$ cat src/hdl/mhrf_pkg.sv
// Shared types, constants and datapath command codes for the rest-interval finder.
// Used by mhrf_ctrl, mhrf_dp and motion_history_rest_finder; depends on nothing.
`timescale 1ns / 1ps
package mhrf_pkg;

  localparam int RING_MINUTES = 1440;
  localparam int RING_AW      = $clog2(RING_MINUTES);
  localparam int RING_W       = $clog2(RING_MINUTES + 1);

  // floor(x / 60) for any 32-bit x is (x * MIN_MAGIC) >> MIN_SHIFT.
  localparam logic [31:0] MIN_MAGIC = 32'h8888_8889;
  localparam int          MIN_SHIFT = 37;
  // floor(y / 60) for y below 4160 is (y * COV_MAGIC) >> COV_SHIFT.
  localparam int COV_MAGIC   = 2185;
  localparam int COV_SHIFT   = 17;
  localparam int SEC_PER_MIN = 60;
  localparam int MIN_ROUND   = 59;
  localparam int PCT_FULL    = 100;

  localparam int CFG_AW = 5;
  localparam logic [2:0] REG_SENSOR_PRESENT = 3'd0;
  localparam logic [2:0] REG_REST_WINDOW    = 3'd1;
  localparam logic [2:0] REG_REST_PERCENT   = 3'd2;
  localparam logic [2:0] REG_REST_GAP       = 3'd3;
  localparam logic [2:0] REG_MIN_REST       = 3'd4;
  localparam logic [2:0] REG_WAKE_RUN       = 3'd5;

  localparam int OP_W = 5;
  localparam logic [OP_W-1:0] OP_NOP     = 5'd0;
  localparam logic [OP_W-1:0] OP_LOAD    = 5'd1;
  localparam logic [OP_W-1:0] OP_MUL     = 5'd2;
  localparam logic [OP_W-1:0] OP_DEC     = 5'd3;
  localparam logic [OP_W-1:0] OP_PUSH    = 5'd4;
  localparam logic [OP_W-1:0] OP_AINIT   = 5'd5;
  localparam logic [OP_W-1:0] OP_PF_RD   = 5'd6;
  localparam logic [OP_W-1:0] OP_PF_WR   = 5'd7;
  localparam logic [OP_W-1:0] OP_RL_INIT = 5'd8;
  localparam logic [OP_W-1:0] OP_RL_RD   = 5'd9;
  localparam logic [OP_W-1:0] OP_RL_MUL  = 5'd10;
  localparam logic [OP_W-1:0] OP_RL_WR   = 5'd11;
  localparam logic [OP_W-1:0] OP_SC_INIT = 5'd12;
  localparam logic [OP_W-1:0] OP_SC_RD   = 5'd13;
  localparam logic [OP_W-1:0] OP_SC_EV   = 5'd14;
  localparam logic [OP_W-1:0] OP_CL_RD   = 5'd15;
  localparam logic [OP_W-1:0] OP_CL_EV   = 5'd16;
  localparam logic [OP_W-1:0] OP_WK_INIT = 5'd17;
  localparam logic [OP_W-1:0] OP_WK_RD   = 5'd18;
  localparam logic [OP_W-1:0] OP_WK_EV   = 5'd19;
  localparam logic [OP_W-1:0] OP_WK_FIN  = 5'd20;
  localparam logic [OP_W-1:0] OP_OUTC    = 5'd21;

  typedef struct packed {
    logic        operation;
    logic [31:0] now_seconds;
    logic        sensor_active;
  } in_item_t;

  typedef struct packed {
    logic        report_valid;
    logic [31:0] rest_start_seconds;
    logic [31:0] rest_end_seconds;
    logic [10:0] rest_duration;
    logic [10:0] still_count;
    logic [9:0]  wake_total;
    logic [4:0]  hours_covered;
    logic [31:0] last_motion_seconds;
  } out_item_t;

  typedef struct packed {
    logic        sensor_present;
    logic [7:0]  rest_window_minutes;
    logic [6:0]  rest_percent;
    logic [7:0]  rest_gap_minutes;
    logic [10:0] min_rest_minutes;
    logic [7:0]  wake_run_minutes;
  } cfg_t;

  typedef struct packed {
    logic [OP_W-1:0] op;
  } cmd_t;

  typedef struct packed {
    logic push_done;
    logic analyze;
    logic k_end;
    logic joining;
    logic close_now;
    logic cand;
    logic found;
    logic wk_done;
  } sts_t;

endpackage

$ cat src/hdl/mhrf_ctrl.sv
// Sequencer of the rest-interval finder: steps the datapath through sample,
// prefix, classify, scan, wake and report phases. Depends on mhrf_pkg.
`timescale 1ns / 1ps
module mhrf_ctrl (
  input  logic          clk,
  input  logic          rst_n,
  input  logic          in_valid,
  input  logic          out_free,
  input  mhrf_pkg::sts_t sts,
  output logic          in_stall,
  output logic          out_load,
  output mhrf_pkg::cmd_t cmd
);
  import mhrf_pkg::*;

  localparam logic [4:0] S_IDLE   = 5'd0;
  localparam logic [4:0] S_MUL    = 5'd1;
  localparam logic [4:0] S_DEC    = 5'd2;
  localparam logic [4:0] S_PUSH   = 5'd3;
  localparam logic [4:0] S_AINIT  = 5'd4;
  localparam logic [4:0] S_PF_RD  = 5'd5;
  localparam logic [4:0] S_PF_WR  = 5'd6;
  localparam logic [4:0] S_RL_RD  = 5'd7;
  localparam logic [4:0] S_RL_MUL = 5'd8;
  localparam logic [4:0] S_RL_WR  = 5'd9;
  localparam logic [4:0] S_SC_RD  = 5'd10;
  localparam logic [4:0] S_SC_EV  = 5'd11;
  localparam logic [4:0] S_CL_RD  = 5'd12;
  localparam logic [4:0] S_CL_EV  = 5'd13;
  localparam logic [4:0] S_WK_RD  = 5'd14;
  localparam logic [4:0] S_WK_EV  = 5'd15;
  localparam logic [4:0] S_OUTC   = 5'd16;
  localparam logic [4:0] S_FIN    = 5'd17;

  logic [4:0] state_r, state_nxt;

  assign in_stall = (state_r != S_IDLE);

  always_comb begin
    state_nxt = state_r;
    cmd.op    = OP_NOP;
    out_load  = 1'b0;
    unique case (state_r)
      S_IDLE: begin
        if (in_valid) begin
          cmd.op    = OP_LOAD;
          state_nxt = S_MUL;
        end
      end
      S_MUL: begin
        cmd.op    = OP_MUL;
        state_nxt = S_DEC;
      end
      S_DEC: begin
        cmd.op    = OP_DEC;
        state_nxt = S_PUSH;
      end
      S_PUSH: begin
        if (!sts.push_done) begin
          cmd.op = OP_PUSH;
        end else if (sts.analyze) begin
          state_nxt = S_AINIT;
        end else begin
          state_nxt = S_OUTC;
        end
      end
      S_AINIT: begin
        cmd.op    = OP_AINIT;
        state_nxt = S_PF_RD;
      end
      S_PF_RD: begin
        if (sts.k_end) begin
          cmd.op    = OP_RL_INIT;
          state_nxt = S_RL_RD;
        end else begin
          cmd.op    = OP_PF_RD;
          state_nxt = S_PF_WR;
        end
      end
      S_PF_WR: begin
        cmd.op    = OP_PF_WR;
        state_nxt = S_PF_RD;
      end
      S_RL_RD: begin
        if (sts.k_end) begin
          cmd.op    = OP_SC_INIT;
          state_nxt = S_SC_RD;
        end else begin
          cmd.op    = OP_RL_RD;
          state_nxt = S_RL_MUL;
        end
      end
      S_RL_MUL: begin
        cmd.op    = OP_RL_MUL;
        state_nxt = S_RL_WR;
      end
      S_RL_WR: begin
        cmd.op    = OP_RL_WR;
        state_nxt = S_RL_RD;
      end
      S_SC_RD: begin
        if (!sts.k_end) begin
          cmd.op    = OP_SC_RD;
          state_nxt = S_SC_EV;
        end else if (sts.joining) begin
          state_nxt = S_CL_RD;
        end else if (sts.found) begin
          cmd.op    = OP_WK_INIT;
          state_nxt = S_WK_RD;
        end else begin
          state_nxt = S_OUTC;
        end
      end
      S_SC_EV: begin
        cmd.op    = OP_SC_EV;
        state_nxt = sts.close_now ? S_CL_RD : S_SC_RD;
      end
      S_CL_RD: begin
        cmd.op    = OP_CL_RD;
        state_nxt = sts.cand ? S_CL_EV : S_SC_RD;
      end
      S_CL_EV: begin
        cmd.op    = OP_CL_EV;
        state_nxt = S_SC_RD;
      end
      S_WK_RD: begin
        if (sts.wk_done) begin
          cmd.op    = OP_WK_FIN;
          state_nxt = S_OUTC;
        end else begin
          cmd.op    = OP_WK_RD;
          state_nxt = S_WK_EV;
        end
      end
      S_WK_EV: begin
        cmd.op    = OP_WK_EV;
        state_nxt = S_WK_RD;
      end
      S_OUTC: begin
        cmd.op    = OP_OUTC;
        state_nxt = S_FIN;
      end
      S_FIN: begin
        if (out_free) begin
          out_load  = 1'b1;
          state_nxt = S_IDLE;
        end
      end
      default: begin
        state_nxt = S_IDLE;
      end
    endcase
  end

  always_ff @(posedge clk) begin
    if (!rst_n) begin
      state_r <= S_IDLE;
    end else begin
      state_r <= state_nxt;
    end
  end

endmodule

$ cat config.mk
export PLATFORM = sky130hd
export DESIGN_NAME = mhrf_ctrl
export DESIGN_NICKNAME = d
export VERILOG_FILES = /design/src/hdl/mhrf_pkg.sv /design/src/hdl/mhrf_ctrl.sv
export SDC_FILE = /design/constraint.sdc
export NUM_CORES = 1
export LEC_CHECK = 0
export BUFFER_PORTS_ARGS = -buffer_cell sky130_fd_sc_hd__buf_4
export CORE_AREA = 2 2 49 51
export DETAILED_ROUTE_END_ITERATION = 16
export DIE_AREA = 0 0 51 53
export GPL_ROUTABILITY_DRIVEN = 0
export SETUP_SLACK_MARGIN = 0.05
export SYNTH_ARGS = -nofsm -noshare
export SYNTH_HDL_FRONTEND = slang
export SYNTH_SLANG_ARGS = --single-unit
$ cat constraint.sdc
create_clock -name clk -period 1.4 [get_ports clk]
set_input_delay 0.14 -clock clk [delete_from_list [all_inputs] [get_ports clk]]
set_output_delay 0.14 -clock clk [all_outputs]
set_load 0.1 [all_outputs]
==> results of run 1 <==
## what timing repair did
item / in CTS / in global routing
buffers inserted: 4 / 13
hold buffers: 0 / 0
setup endpoints to repair: 12 / 12
hold endpoints to repair: 0 / 0
gates resized for setup: 45 / 22
pin swaps: 8 / 22
## worst min-delay path by stage
stage	to	slack, ps	depth (start not counted)
3_5_place_dp	state_r[4]	390	2
6_report	state_r[4]	130	2
2_1_floorplan	state_r[4]	260	1
4_1_cts	state_r[4]	140	2
5_1_grt	state_r[4]	140	2
3_3_place_gp	state_r[4]	400	2
## power groups by stage
stage	Clock [µW]	Sequential, µW	Combinational, µW
2_1_floorplan	0	168	571
3_3_place_gp	0	197	770
3_5_place_dp	0	197	773
4_1_cts	179	197	930
5_1_grt	192	184	1180
6_report	179	183	1140
## metrics by stage
step                hold WS (ps)  std cells  area (µm²)
finish                       129        224        1770
detailed placement           390        203        1350
CTS                          137        211        1590
global placement             395        203        1350
floorplan                    257        127         975
global route                 136        224        1770
## cell usage in the layout (no fill, tap or decap), types with 3 or more instances in the layout
cell type	Yosys	layout
nor2_2	1	3
nor2_1	18	13
nor2b_1	7	3
nand2b_1	9	7
o21ai_2	0	3
buf_6	1	8
dfxtp_4	0	4
o21ai_0	10	4
nor2b_4	0	4
inv_1	4	4
a21oi_1	10	8
nand2_1	10	8
buf_4	1	61
a211oi_1	3	3
nor2_4	0	3
clkbuf_4	0	3
buf_12	0	7
## worst max-delay path, cell delays in order (launching register included)
cell and delay, ps:
dfxtp_4 400, nor4b_2 390, a31oi_1 100, nor2_2 150
nor2_2 80, o21ai_4 70, buf_12 190
## Yosys cell counts, types with 2 or more instances
cell type | n | area [µm²]
o21ai_0 | 10 | 50.1
nand2b_1 | 9 | 56.3
a211oi_1 | 3 | 22.5
o311ai_1 | 2 | 17.5
and2_1 | 2 | 12.5
buf_2 | 8 | 40.0
inv_1 | 4 | 15.0
a31oi_1 | 3 | 18.8
nor2_1 | 18 | 67.6
nor2b_1 | 7 | 43.8
nand3_1 | 3 | 15.0
o2111ai_1 | 3 | 26.3
dfxtp_1 | 5 | 100
a21oi_1 | 10 | 50.1
a21boi_0 | 2 | 15.0
nand2_1 | 10 | 37.5
## layout make-up
| class | count | area [µm²] | area share [%] |
|---|---|---|---|
| inverter | 4 | 15.0 | 0.848 |
| sequential | 5 | 116 | 6.57 |
| tap | 28 | 35.0 | 1.98 |
| timing repair buffer | 76 | 688 | 38.9 |
| multi-input combinational | 107 | 890 | 50.2 |
| clock buffer | 4 | 26.3 | 1.48 |
## metal layers
layer / routed length (µm) / up-vias / part of all wire (%)
met4: 194 / 0 / 4.9
met1: 1640 / 607 / 41
li1: - / 601 / -
met3: 220 / 19 / 5.5
met2: 1920 / 71 / 48
met5: 0 / - / 0
## cell families after synthesis
| logic type | share of synthesized area (%) |
|---|---|
| muxes | 1.23 |
| DFF | 12.3 |
| and+or+nand+nor | 37.1 |
| AOI/OAI and AO/OA | 38.9 |
| xor gates and xnor gates | 1.07 |
| buffers and inverters | 9.49 |
==> results.md, run 1 <==
* Crit end category: primary output
* Pin count of the biggest net entering global routing at 14
* Wire length per cell at roughly 18 µm
* Fmax at approximately 0.56 GHz
* Met2 Usage GRT at about half
* FF-to-FF End: state_r[2]
* Sequential share of power at about an eighth
* Std-Cell Rows at 17
* Biggest regs: state_r: 5 flops
* Layout area overhead at 117%
* Status: complete, but fails checks
* Period utilization at 127%
* Sink Count at 5
* Post-synth EDFFs at 0
* Routed Wire Length at a little under 4 mm
* Pint at 803 µW
* Sw Pwr at 698 µW
* Root Buffer: clkbuf_4
* Net switching fraction of the power at 46.5%
* Vias in the first global route at 1197
* Clock Skews at about 2.9 ps
* Startpoint types: flip-flop
* Max-Cap Viols at 0
* First-pass GRT wire length at between 5 and 6 mm
* PortBufs at 18
* Crit path DAT at between 1500 and 2000 ps
* Crit path time final at 1780 ps
* Lkg Pwr at 0.000746 µW
* Least-Margin Pin Slew at 346 ps
* TritonCTS clock tree: built
* Met1 GRT Util at between 30% and 40%
* Final Core Density at about 82%
* Met3 Usage GRT at under 10%
* ANT cells at 0
* Post-Syn Instances at 127
* Worst setup margin at -377 ps
* Initial Utilization at between 30% and 40%
* Clock tree buffer depth at 2
* Combinational share of power at between 70% and 80%
* Via count at around 1300
* Layout cells sized above 1 at roughly three fifths
* Clk pwr share at a little under an eighth
* Worst-path fanout max at 12
* Pre-CTS WS at -226 ps
* Initial antenna violation count at 0
* Hold Crit Start: rst_n
* Failing checks: negative setup slack
* Top_reg_cell synth: dfxtp_1
* Worst-skew pair later-pin latency at between 200 and 300 ps
* RSZ-0062 raised after global routing: true
* Crit Path Category: reg2out
* Yosys warnings at 0
* Fill cell count at between 100 and 150
* Grt total ovfl at 0
* # DRC at 0
* Clock buffer count from CTS at 3
* Peak VDD IR at approximately 0.67 mV
* Register area share after synthesis at 12.3%
* Post-route ant nets at 0
* HPWL Detailed at 2.31 mm
* Netlist cell types at 44
* Reg2reg start: state_r[1]
* Vias/cell at about 5.8
* Clock transition at path regs at around 40 ps
* Worst setup endpoint: cmd[2]
* Flop2flop setup slack at -220 ps
* Max reg flops at 5
* Height of the die at 53 µm
* Seq cells post-synth at 5
* Biggest register: state_r
* Mapped Avg Cell Area at approximately 6.4 µm²
* Tot Pwr at 1500 µW
* Final setup violating endpoints at 12
* Critical Path RT at ~1300 ps
* HP Class: in2reg
* Worst relative slew slack at around three quarters
* Sum Neg Setup Slack at -2660 ps
* Crit path launch: state_r[3]
* Full die area at roughly 2700 µm²
* 1st-pass router iterations at 4
* Io pins at 19
* GRT Util Overall at between 20% and 30%
* H-tree depth at 1
* Mapped Area at about 820 µm²
* GR peak layer: met2
* Die width at 51 µm
* Count of final max-slew check failures at 0
* Net count, final at 209
* Worst reg2reg path depth at 7
* DRT iter0 DRCs at 50
* Fin. Hold Viols at 0
* Syn Nets at 139
* Core area at between 2000 and 2500 µm²
* Power Dens Cells at 848 nW/µm²
* Async SR Flop Fraction at 0%
Power figures use the tool's default switching activity.
==> inputs of run 2 (changes only) <==
- ABC_AREA: default -> 1
- CORE_AREA: 2 2 49 51 -> 2 2 46 48
- DIE_AREA: 0 0 51 53 -> 0 0 48 50
==> results.md, run 2 <==
* Peak VDD IR at 0.707 mV (+5.2%)
* Crit path DAT at 1620 ps (-20 ps)
* Max reg flops at 5 (unchanged)
* RSZ-0062 raised after global routing: true
* 1st-pass router iterations at 4 (unchanged)
* Clock Skews at 0.558 ps (-2.30 ps)
* Height of the die at 50 µm (-5.7%)
* Worst relative slew slack at 74.6% (-2.1 points)
* Final hold slack at 203 ps (+73.5 ps)
* Crit path time final at 1760 ps (-15.9 ps)
* Register area share after synthesis at 13.9% (+1.6 points)
* PortBufs at 18 (unchanged)
* Most frequent cells in the layout: buf_4 (48), nand2_1 (17), nand2_2 (16)
* Sum Neg Setup Slack at -2200 ps (+465 ps)
* Initial Utilization at 37.9% (-0.14 points)
* Area taken by multi-input logic gates at 769 µm² (-14%)
* # DRC at 0 (unchanged)
* Mapped Avg Cell Area at 5.63 µm² (-12%)
* Vias in the first global route at 1061 (-11%)
* Count of final max-slew check failures at 0 (unchanged)
* Power Dens Cells at 834 nW/µm² (-1.7%)
* DRT iter0 DRCs at 55 (+10%)
* Post-Syn Instances at 128 (+0.79%)
* Grt total ovfl at 0 (unchanged)
* TritonCTS clock tree: built
* Most frequent cells after synthesis: nand2_1 (31), nor2_1 (18), nand3_1 (16), inv_1 (13)
* Clock buffer count from CTS at 3 (unchanged)
* Worst setup margin at -361 ps (+15.9 ps)
* Wire length per cell at 15.1 µm (-15%)
* Top_reg_cell synth: dfxtp_1
* Failing checks: negative setup slack
* Max-Cap Viols at 0 (unchanged)
* Routed Wire Length at 3.32 mm (-16%)
* Worst-skew pair later-pin latency at 240 ps (about the same)
* Post-route ant nets at 0 (unchanged)
* Core area at 1900 µm² (-11%)
* Netlist cell types at 24 (-45%)
* Fmax at 0.568 GHz (+0.90%)
* Die width at 48 µm (-5.9%)
* Std-Cell Rows at 16 (-1)
* Top area cells in the synthesized netlist: nand2_1 (16%), dfxtp_1 (14%), nand3_1 (11%), nor2_1 (9.4%), inv_1 (6.8%)
* Pin count of the biggest net entering global routing at 8 (-6)
* Biggest register: state_r
* Period utilization at 126% (-1.1 points)
* HPWL Detailed at 2.21 mm (-4.2%)
* Clock tree buffer depth at 2 (unchanged)
* Yosys warnings at 0 (unchanged)
* Area taken by flip-flops and latches at 116 µm² (unchanged)
* Initial antenna violation count at 0 (unchanged)
* Top-area cell type share of the netlist area at 16.1% (+3.9 points)
* Biggest regs: state_r: 5 flops
* Full die area at 2400 µm² (-11%)
* ANT cells at 0 (unchanged)
* Final setup violating endpoints at 12 (unchanged)
* Syn Nets at 140 (+0.72%)
* Layout area overhead at 119%
* Slowest cell on crit path: dfxtp_4
* Critical Path Max Stage Delay at 360 ps (-40 ps)
* Least-Margin Pin Slew at 378 ps (+32.2 ps)
* HP Class: in2reg
* Io pins at 19 (unchanged)
* Seq cells post-synth at 5 (unchanged)
* Sink Count at 5 (unchanged)
* Cell with the most instances after synthesis: nand2_1
* Clock transition at path regs at 40 ps (about the same)
* Commonest non-fill, non-tap cell in the layout: buf_4
* Lkg Pwr at 0.000767 µW (+2.7%)
* Crit end category: primary output
* Root Buffer: clkbuf_4
* Critical Path RT at 1260 ps (about the same)
* Layout cells sized above 1 at 67.9% (+6.7 points)
* Crit-path cells: nand2_1 -> inv_2 -> nand3_2 -> nand2_2 -> a31oi_2 -> nand4_1 -> buf_8
* Mapped Area at 721 µm² (-12%)
* First-pass GRT wire length at 4.51 mm (-21%)
* Fill cell count at 122 (-12%)
* Synth area leader: nand2_1
* Via count at 1175 (-9.5%)
* Status: complete, but fails checks
* Tot Pwr at 1310 µW (-12%)
* GRT Util Overall at 25.9% (-2.9 points)
* Post-synth EDFFs at 0 (unchanged)
* Worst-path fanout max at 5 (-7)
* H-tree depth at 1 (unchanged)
* Crit Path Category: reg2out
* Vias/cell at 5.34 (-7.8%)
* Async SR Flop Fraction at 0% (unchanged)
* Fin. Hold Viols at 0 (unchanged)
* Net count, final at 206 (-1.4%)
* Startpoint types: flip-flop
run 2: cell types whose count changed after synthesis, moves of 4 or more:
cell / change
nor2b_1: -7
nand3_1: +13
buf_2: -8
a21oi_1: -7
nand2_1: +21
nand2_2: +5
nor2_4: +4
nand2b_1: -9
inv_1: +9
nand4_1: +4
o21ai_0: -8
run 2: cells by family (layout without fill, tap and decap cells):
| group | count (synthesis) | after routing | share of synthesized area, % |
|---|---|---|---|
| AOI/OAI and AO/OA | 11 | 11 | 9.03 |
| DFF | 5 | 5 | 13.9 |
| buffers and inverters | 17 | 82 | 9.90 |
| and+or+nand+nor | 95 | 95 | 67.2 |
run 2: where the power goes:
part / internal [µW] / leakage, µW / total (µW) / switching (µW)
sequential: 161 / 0.0000441 / 209 / 47.9
clock: 108 / 0.0000150 / 165 / 57.2
combinational: 360 / 0.000707 / 940 / 580
run 2: critical path: cells and delay by family, from the launching register on:
family,cells,cell delay (ps)
compound gates,1,190
buf+inv,2,310
flops,1,360
simple gates,4,520
run 2: path summary, 6_finish.rpt:
| path | from | depth (start not counted) | slack (ps) | end |
|---|---|---|---|---|
| setup / recovery | state_r[2] | 7 | -360 | cmd[0] |
| setup reg to reg | state_r[1] | 9 | -110 | state_r[3] |
| hold reg to reg | state_r[3] | 4 | 790 | state_r[4] |
| hold / removal | rst_n | 3 | 200 | state_r[0] |
run 2: through the flow:
| step | util (%) | std cells | worst slack (ps) | instance area [µm²] |
|---|---|---|---|---|
| after floorplan | - | 128 | -522 | 812 |
| after global placement | 64.8 | 207 | -147 | 1230 |
| after detailed placement | 64.8 | 207 | -173 | 1230 |
| after CTS | 75.7 | 216 | -297 | 1440 |
| after global routing | 82.9 | 220 | -408 | 1580 |
| final | 82.9 | 220 | -361 | 1580 |
run 2: repair_timing:
action,in CTS,in global routing
hold buffers,0,0
buffers inserted,6,6
endpoints found under the setup margin,12,12
hold endpoints to repair,0,0
resized for setup,41,28
pin swaps,13,15
run 2: per-layer routing:
metal	GRT usage, %	share of wire [%]	up-vias
li1	-	-	555
met4	12.2	5.1	0
met2	40.0	49	48
met3	1.47	4.4	18
met5	0	0	-
met1	35.2	41	554
run 2: cell type report:
class | count | share of cell area (%)
well taps | 27 | 2.14
repair buffers | 62 | 35.6
clock buffers | 4 | 1.67
multi-input cells | 106 | 48.8
inverters | 16 | 4.44
flip-flops and latches | 5 | 7.38
==> inputs of run 3 (changes only) <==
- GPL_TIMING_DRIVEN: default -> 0
==> results.md, run 3 (synthesis gave the netlist of run 2 again) <==
* Grt total ovfl at 0 (unchanged)
* Failing checks: negative setup slack
* ANT cells at 0 (unchanged)
* Routed Wire Length at 3.05 mm (-8.0%)
* Clock tree buffer depth at 2 (unchanged)
* Biggest regs: state_r: 5 flops
* Reg2reg start: state_r[4]
* Finished Layout Cells at 192 (-13%)
* Fin. Hold Viols at 0 (unchanged)
* Startpoint types: flip-flop
* Crit Path Category: reg2out
* H-tree depth at 1 (unchanged)
* Worst relative slew slack at 63.3% (-11 points)
* Clock Skews at 1.08 ps (+0.520 ps)
* Height of the die at 50 µm (unchanged)
* Hold Crit Start: rst_n
* PortBufs at 18 (unchanged)
* Peak VDD IR at 0.617 mV (-13%)
* Io pins at 19 (unchanged)
* Sequential share of power at 17.4% (+1.5 points)
* Max reg flops at 5 (unchanged)
* Pre-CTS WS at -250 ps (-76.9 ps)
* Pin count of the biggest net entering global routing at 9 (+1)
* Via count at 1099 (-6.5%)
* Crit end category: primary output
* Clk pwr share at 13.7% (+1.2 points)
* Die width at 48 µm (unchanged)
* Std-Cell Rows at 16 (unchanged)
* Core area at 1900 µm² (unchanged)
* Post-route ant nets at 0 (unchanged)
* Fill cell count at 151 (+24%)
* Met2 Wirelength at 1.64 mm (+0.49%)
* Initial Utilization at 37.9% (unchanged)
* Worst-path fanout max at 5 (unchanged)
* Net switching fraction of the power at 54.8% (+2.7 points)
* Net count, final at 178 (-14%)
* Power Dens Cells at 863 nW/µm² (+3.5%)
* Crit path launch: state_r[0]
* Final setup violating endpoints at 10 (-2)
* Biggest register: state_r
* HPWL Detailed at 1.87 mm (-16%)
* DRT iter0 DRCs at 66 (+20%)
* Count of final max-slew check failures at 0 (unchanged)
* Root Buffer: clkbuf_4
* Met3 Wirelength at 203 µm (+39%)
* Crit path time final at 1820 ps (+55.7 ps)
* # DRC at 0 (unchanged)
* 1st-pass router iterations at 4 (unchanged)
* Crit path DAT at 1680 ps (+60 ps)
* Vias in the first global route at 997 (-6.0%)
* Least-Margin Pin Slew at 547 ps (+169 ps)
* Fin area at 1370 µm² (-13%)
* Full die area at 2400 µm² (unchanged)
* Worst-skew pair later-pin latency at 230 ps (about the same)
* Layout area overhead at 90.1%
* Initial antenna violation count at 0 (unchanged)
* Max layer used: met4
* Layout cells sized above 1 at 57.6% (-10 points)
* Period utilization at 130% (+4.0 points)
* Area taken by multi-input logic gates at 777 µm² (+0.98%)
* Clock buffer count from CTS at 3 (unchanged)
* Status: complete, but fails checks
* First-pass GRT wire length at 4.47 mm (-0.91%)
* Wire length per cell at 15.9 µm (+5.5%)
* Cell Area, Placed at 981 µm² (-20%)
* Max-Cap Viols at 0 (unchanged)
* Critical Path RT at 1260 ps (about the same)
* Inst Count DP at 173 (-16%)
* GRT Util Overall at 24.8% (-1.1 points)
* Sum Neg Setup Slack at -2310 ps (-113 ps)
* TritonCTS clock tree: built
* Fmax at 0.550 GHz (-3.1%)
* Sw Pwr at 648 µW (-5.5%)
* Met1 WL at 1.16 mm (-16%)
* HP Class: in2reg
* Post-CTS Hold Buffers at 0 (unchanged)
* Vias/cell at 5.72 (+7.2%)
* Worst setup margin at -417 ps (-55.7 ps)
* Commonest non-fill, non-tap cell in the layout: buf_4
* RSZ-0062 raised after global routing: true
* Clock transition at path regs at 40 ps (about the same)
* Area taken by flip-flops and latches at 116 µm² (unchanged)
* Combinational share of power at 68.9% (-2.7 points)
* Most frequent cells in the layout: buf_4 (23), nand2_1 (18), nand2_2 (13)
* Pint at 534 µW (-15%)
* Sink Count at 5 (unchanged)
* Lkg Pwr at 0.000655 µW (-14%)
run 3: cell count changes in the layout (fill, tap and decap cells not counted), moves of 3 or more:
| cell | delta |
|---|---|
| nand3_2 | -6 |
| inv_2 | -3 |
| nand2_2 | -3 |
| buf_4 | -25 |
| nand3_1 | +5 |
| buf_6 | -3 |
run 3: path summary, 6_finish.rpt:
kind,slack (ps),cells past startpoint,endpoint
max,-420,7,cmd[0]
min,200,3,state_r[0]
max reg2reg,-260,13,state_r[2]
min reg2reg,720,3,state_r[4]
run 3: metrics by stage:
step / power (µW) / util (%) / hold slack [ps]
3_5_place_dp: 837 / 51.6 / 446
4_1_cts: 1100 / 64.9 / 191
2_1_floorplan: 699 / - / 313
3_3_place_gp: 834 / 51.6 / 436
5_1_grt: 1230 / 72.0 / 239
6_report: 1180 / 72.0 / 205
run 3: final cells by class:
class	instances	area share [%]
Multi-Input combinational cell	106	56.7
Clock buffer	4	1.92
Sequential cell	5	8.49
Inverter	16	5.66
Timing Repair Buffer	33	23.3
Buffer	1	1.46
Tap cell	27	2.47
run 3: worst max-delay path, cell delays in order (launching register included):
cell	delay, ps
dfxtp_4	400
inv_4	70
nor2_4	230
nand3_2	190
nand2_1	150
inv_1	60
nand4_1	120
buf_8	220
run 3: power groups by stage:
stage | registers, µW | logic [µW] | clock network [µW]
final | 206 | 814 | 162
after global routing | 208 | 847 | 175
after CTS | 199 | 740 | 163
after detailed placement | 192 | 645 | 0
after global placement | 191 | 643 | 0
after floorplan | 185 | 514 | 0
run 3: metal layers:
layer  vias up  track usage [%]
met5         -                0
met4         0             6.31
met3         8            0.733
met2        67             40.7
met1       524             34.4
li1        500                -
run 3: timing repair:
action	in CTS	in global routing
gates resized for setup	40	27
endpoints found under the setup margin	11	12
pin swaps	12	15
hold endpoints to repair	0	0
buffers inserted	13	5
